### config.mk
export PLATFORM = sky130hd
export DESIGN_NAME = bfc_ram
export DESIGN_NICKNAME = d
export VERILOG_FILES = /design/src/bfc_ram.sv
export SDC_FILE = /design/constraint.sdc
export NUM_CORES = 1
export LEC_CHECK = 0
export ABC_AREA = 1
export BUFFER_PORTS_ARGS = -buffer_cell sky130_fd_sc_hd__buf_2
export CAP_MARGIN = 20
export CORE_MARGIN = 2
export CORE_UTILIZATION = 65
export DETAILED_ROUTE_END_ITERATION = 8
export PLACE_DENSITY = 0.95
export SYNTH_ARGS = -nofsm -noshare
export SYNTH_HDL_FRONTEND = slang
export SYNTH_SLANG_ARGS = --single-unit
### constraint.sdc
create_clock -name clk -period 1.89 [get_ports clk]
set_input_delay 0.2835 -clock clk [delete_from_list [all_inputs] [get_ports clk]]
set_output_delay 0.2835 -clock clk [all_outputs]
set_load 0.05 [all_outputs]
### src/bfc_ram.sv
module bfc_ram #(
    parameter int WIDTH = 8,
    parameter int DEPTH = 16
) (
    input  logic                     clk,
    input  logic                     we,
    input  logic [$clog2(DEPTH)-1:0] waddr,
    input  logic [WIDTH-1:0]         wdata,
    input  logic [$clog2(DEPTH)-1:0] raddr,
    output logic [WIDTH-1:0]         rdata
);
    logic [WIDTH-1:0] mem [DEPTH];

    always_ff @(posedge clk)
    begin
        if (we)
        begin
            mem[waddr] <= wdata;
        end
        rdata <= mem[raddr];
    end
endmodule
======== Yosys cells after proc, flatten, opt, wreduce, memory -nomap -nowiden ========
Memory sizes are Yosys's and may differ from the RTL's. A register that Yosys moved wholly into a read port is not among the register bits.
Cells that the tools add are included.
storage, ports and cells
  bits in registers ....................... 0
  memory bits (writable) .................. 128
  memories ................................ 1
  logic and storage cells ................. 3
  input port bits ......................... 18
  output and inout port bits .............. 8
operators by class
  multiplexer cells ....................... 2
memory list
  name  words  width  read ports  clocked after Yosys merged registers in  wr ports  RTL line  RTL
  mem   16     8      1           1                                        1         12        logic [WIDTH-1:0] mem [DEPTH];
operators by type and width
  cell     number
  $mux W1  2

======== Logic depth before layout (Yosys ltp) ========
  depth after elaboration ................. 2
  depth in mapped cells ................... 8
  depth with buffers taken out ............ 7

======== Worst setup path after synthesis ========
No wires, ideal clock.
  kind .................................... input to register
  from .................................... input port waddr[2]
  to ...................................... memory mem[10][0], enable pin
  path slack .............................. 0.656 ns
  stages .................................. 2
  buffers on the path ..................... 0
  data required time ...................... 1.520 ns
  data arrival time ....................... 0.864 ns
  setup time .............................. 0.370 ns
  cell sequence ........................... nand3b_1 > nor2_1
RTL lines
  item         RTL line  RTL
  from (decl)  7         input logic [$clog2(DEPTH)-1:0] waddr,
  to (decl)    12
Straight into the memory's write port.

======== Worst setup path in the final report ========
  from .................................... register rdata[3] (read register of mem)
  to ...................................... output port rdata[3]
RTL lines
  item         RTL line  RTL
  from (decl)  10        output logic [WIDTH-1:0] rdata
No word-level cell between the ends.

==> metrics.txt <==
Placement Setup Slack=0.3831 ns; Synth Register Bits=136; Synth Instances=551; total number of yosys warnings=0; mean cell area of the mapped netlist=10.47 µm²; post-route cell area=6640 µm²; unrepaired setup endpoints after global routing=no; CP max stage delay=0.35 ns; number of filler instances in the final layout=476; diode insertion count for antenna repair=0; buffers inserted during post-CTS setup optimization=0; multi-input gate area in the final layout=1214 µm²; actual slew at the worst max-slew pin=0.6843 ns; Sw Pwr=1.644 mW; Detailed Route WL=14790 µm; static leakage=2.921 nW; sequential cell fraction of total power=46.4%; Die Height=98.19 µm; worst hold margin=0.1322 ns; final critical delay including setup and external delays=1.431 ns; cell class contributing the biggest share of worst-path delay=flip-flops; Setup Total Neg Slack=0 ns; first-pass GRT wire length=22920 µm; Max Buffers Root-to-Sink=2; max-slew violation count=0; Max Clock Skew=0.007102 ns; total power draw=7.314 mW; clock share of power=46.8%; switching share of power=22.48%; dpl cells=679; max-capacitance violation count=0; maximum clock rate=699.0 MHz; post-synth cell types=12; total iterations of the first detailed-routing run=6; initial cell density of the core=66.45%; slowest cell on the critical path=sky130_fd_sc_hd__dfxtp_1; maximum vdd drop=0.8314 mV; category of the worst setup path capture point=output port; maximum fanout count along the critical path=1; critical path buffer and inverter count=1; total standard cell area after synthesis=5767 µm²; pin count of the biggest net entering global routing=65; cells traversed along the worst timing path=buf_2; GR Overflow Total=0; number of placement rows=34; Final Util=76.51%; final clock period utilization by the worst path=75.69%; hpwl dp=7842 µm; storage element area=4004 µm²; DR DRC count=0; arrival time at the worst endpoint=1.15 ns; nets=608; DR vias/cell=5.948; Power Density=1101 nW/µm²; post-layout instance count excluding filler cells=711; standard cell area after detailed placement=6028 µm²; vias in the first global route=4178; Worst EP required=1.61 ns; combinational cell fraction of total power=6.8%; Worst slew margin=54.31%; Port Buf Inserts=25; TritonCTS clock tree=built; Core Area=8678 µm²; Reg clk slew, reported paths=0.06 ns; quantity of gates resized following cts=0; CTS H-Tree Depth=4; Hold Buf Count CTS=0; Vias=4229; I/O pin cnt=26; biggest area contributors in the synthesized netlist=sky130_fd_sc_hd__edfxtp_1 (67%), sky130_fd_sc_hd__nand2_1 (11%), sky130_fd_sc_hd__nand3_1 (8.4%); HP Class=input pin to flip-flop; Num CTS Buffers=17; classification of the worst setup path=flip-flop to output port; antenna violations before repair=0; Syn Nets=569; proportion of layout cells with a drive suffix above 1=12.44%; remaining antenna violation count after routing=0; Total GRT Usage=32.25%; setup violation total in the final timing report=0; GP Congestion=0.8242; area leader, netlist=sky130_fd_sc_hd__edfxtp_1; fraction of the yosys area taken by sequential cells=69.43%; CP Launch Type=flip-flop; per-cell routed wire length=20.80 µm; internal power=5.670 mW; Final Hold Violating Endpoints=0; area of the die=9641 µm²; worst skew pair latency=0.53 ns; die boundary width=98.19 µm; Iteration-0 DRC Markers=801; Layout Area Growth over Synthesis=15.14%; total clock sinks=136; crit path setup slack, layout=0.4594 ns; area share of the leading cell type in the synthesized netlist=66.65%; CTS root buf=sky130_fd_sc_hd__clkbuf_8; status=complete, no violations
[per-layer routing]
metal	vias up	track usage, %	share of wire [%]
met3	44	7.301	13
met4	0	15.07	3.6
met2	365	50.74	48
li1	1847	-	-
met5	-	0	0
met1	1973	43.54	35
[synthesized netlist by cell type, drive strengths merged]
master / instances
nand3: 97
inv: 102
edfxtp: 128
nand3b: 2
buf: 24
nand2: 173
dfxtp: 8
nor2: 17
[flip-flops by register name (all words and copies together), names as in the netlist]
name and cells:
rdata 8, mem 128
[cell type report]
class	instances	area share (%)
Sequential cell	136	60.30
Tap cell	108	2.035
Inverter	102	5.766
Clock buffer	20	6.557
Timing Repair Buffer	44	4.409
Clock inverter	12	2.657
Multi-Input combinational cell	289	18.28
[path summary, 6_finish.rpt]
check,cells past startpoint,from,end,slack [ns]
worst max-delay path,1,rdata[3],rdata[3],0.46
worst min register to register,6,mem[15][4],rdata[4],0.70
worst max register to register,6,mem[3][2],rdata[2],0.72
worst min-delay path,3,raddr[3],rdata[3],0.13
[cell usage in the layout, fill, tap and decap left out]
master / n
sky130_fd_sc_hd__nand2_1: 173
sky130_fd_sc_hd__edfxtp_1: 128
sky130_fd_sc_hd__inv_1: 100
sky130_fd_sc_hd__nand3_1: 97
sky130_fd_sc_hd__buf_2: 25
sky130_fd_sc_hd__nor2_1: 17
sky130_fd_sc_hd__buf_4: 17
sky130_fd_sc_hd__clkbuf_16: 16
sky130_fd_sc_hd__dfxtp_1: 8
sky130_fd_sc_hd__bufinv_16: 4
sky130_fd_sc_hd__clkinv_4: 4
sky130_fd_sc_hd__inv_2: 2
sky130_fd_sc_hd__nand3b_1: 2
sky130_fd_sc_hd__clkbuf_8: 2
sky130_fd_sc_hd__clkbuf_1: 2
sky130_fd_sc_hd__clkinv_2: 2
sky130_fd_sc_hd__buf_12: 2
sky130_fd_sc_hd__clkinvlp_4: 1
sky130_fd_sc_hd__clkinv_1: 1
[cell families (layout without fill, tap and decap cells)]
logic type	count (synthesis)	in the layout	synth area share [%]
flip-flops	136	136	69.43
AND/OR/NAND/NOR	289	289	21.05
buffers and inverters	126	178	9.525
[power by group through the flow]
stage	clock, mW	sequential, mW	combinational [mW]
after global placement	0	3.45	0.441
after global routing	3.52	3.40	0.526
final	3.42	3.40	0.496
after floorplan	0	3.52	0.238
after detailed placement	0	3.45	0.466
after CTS	3.41	3.39	0.484
No activity file was read; power rests on OpenSTA's default activity.
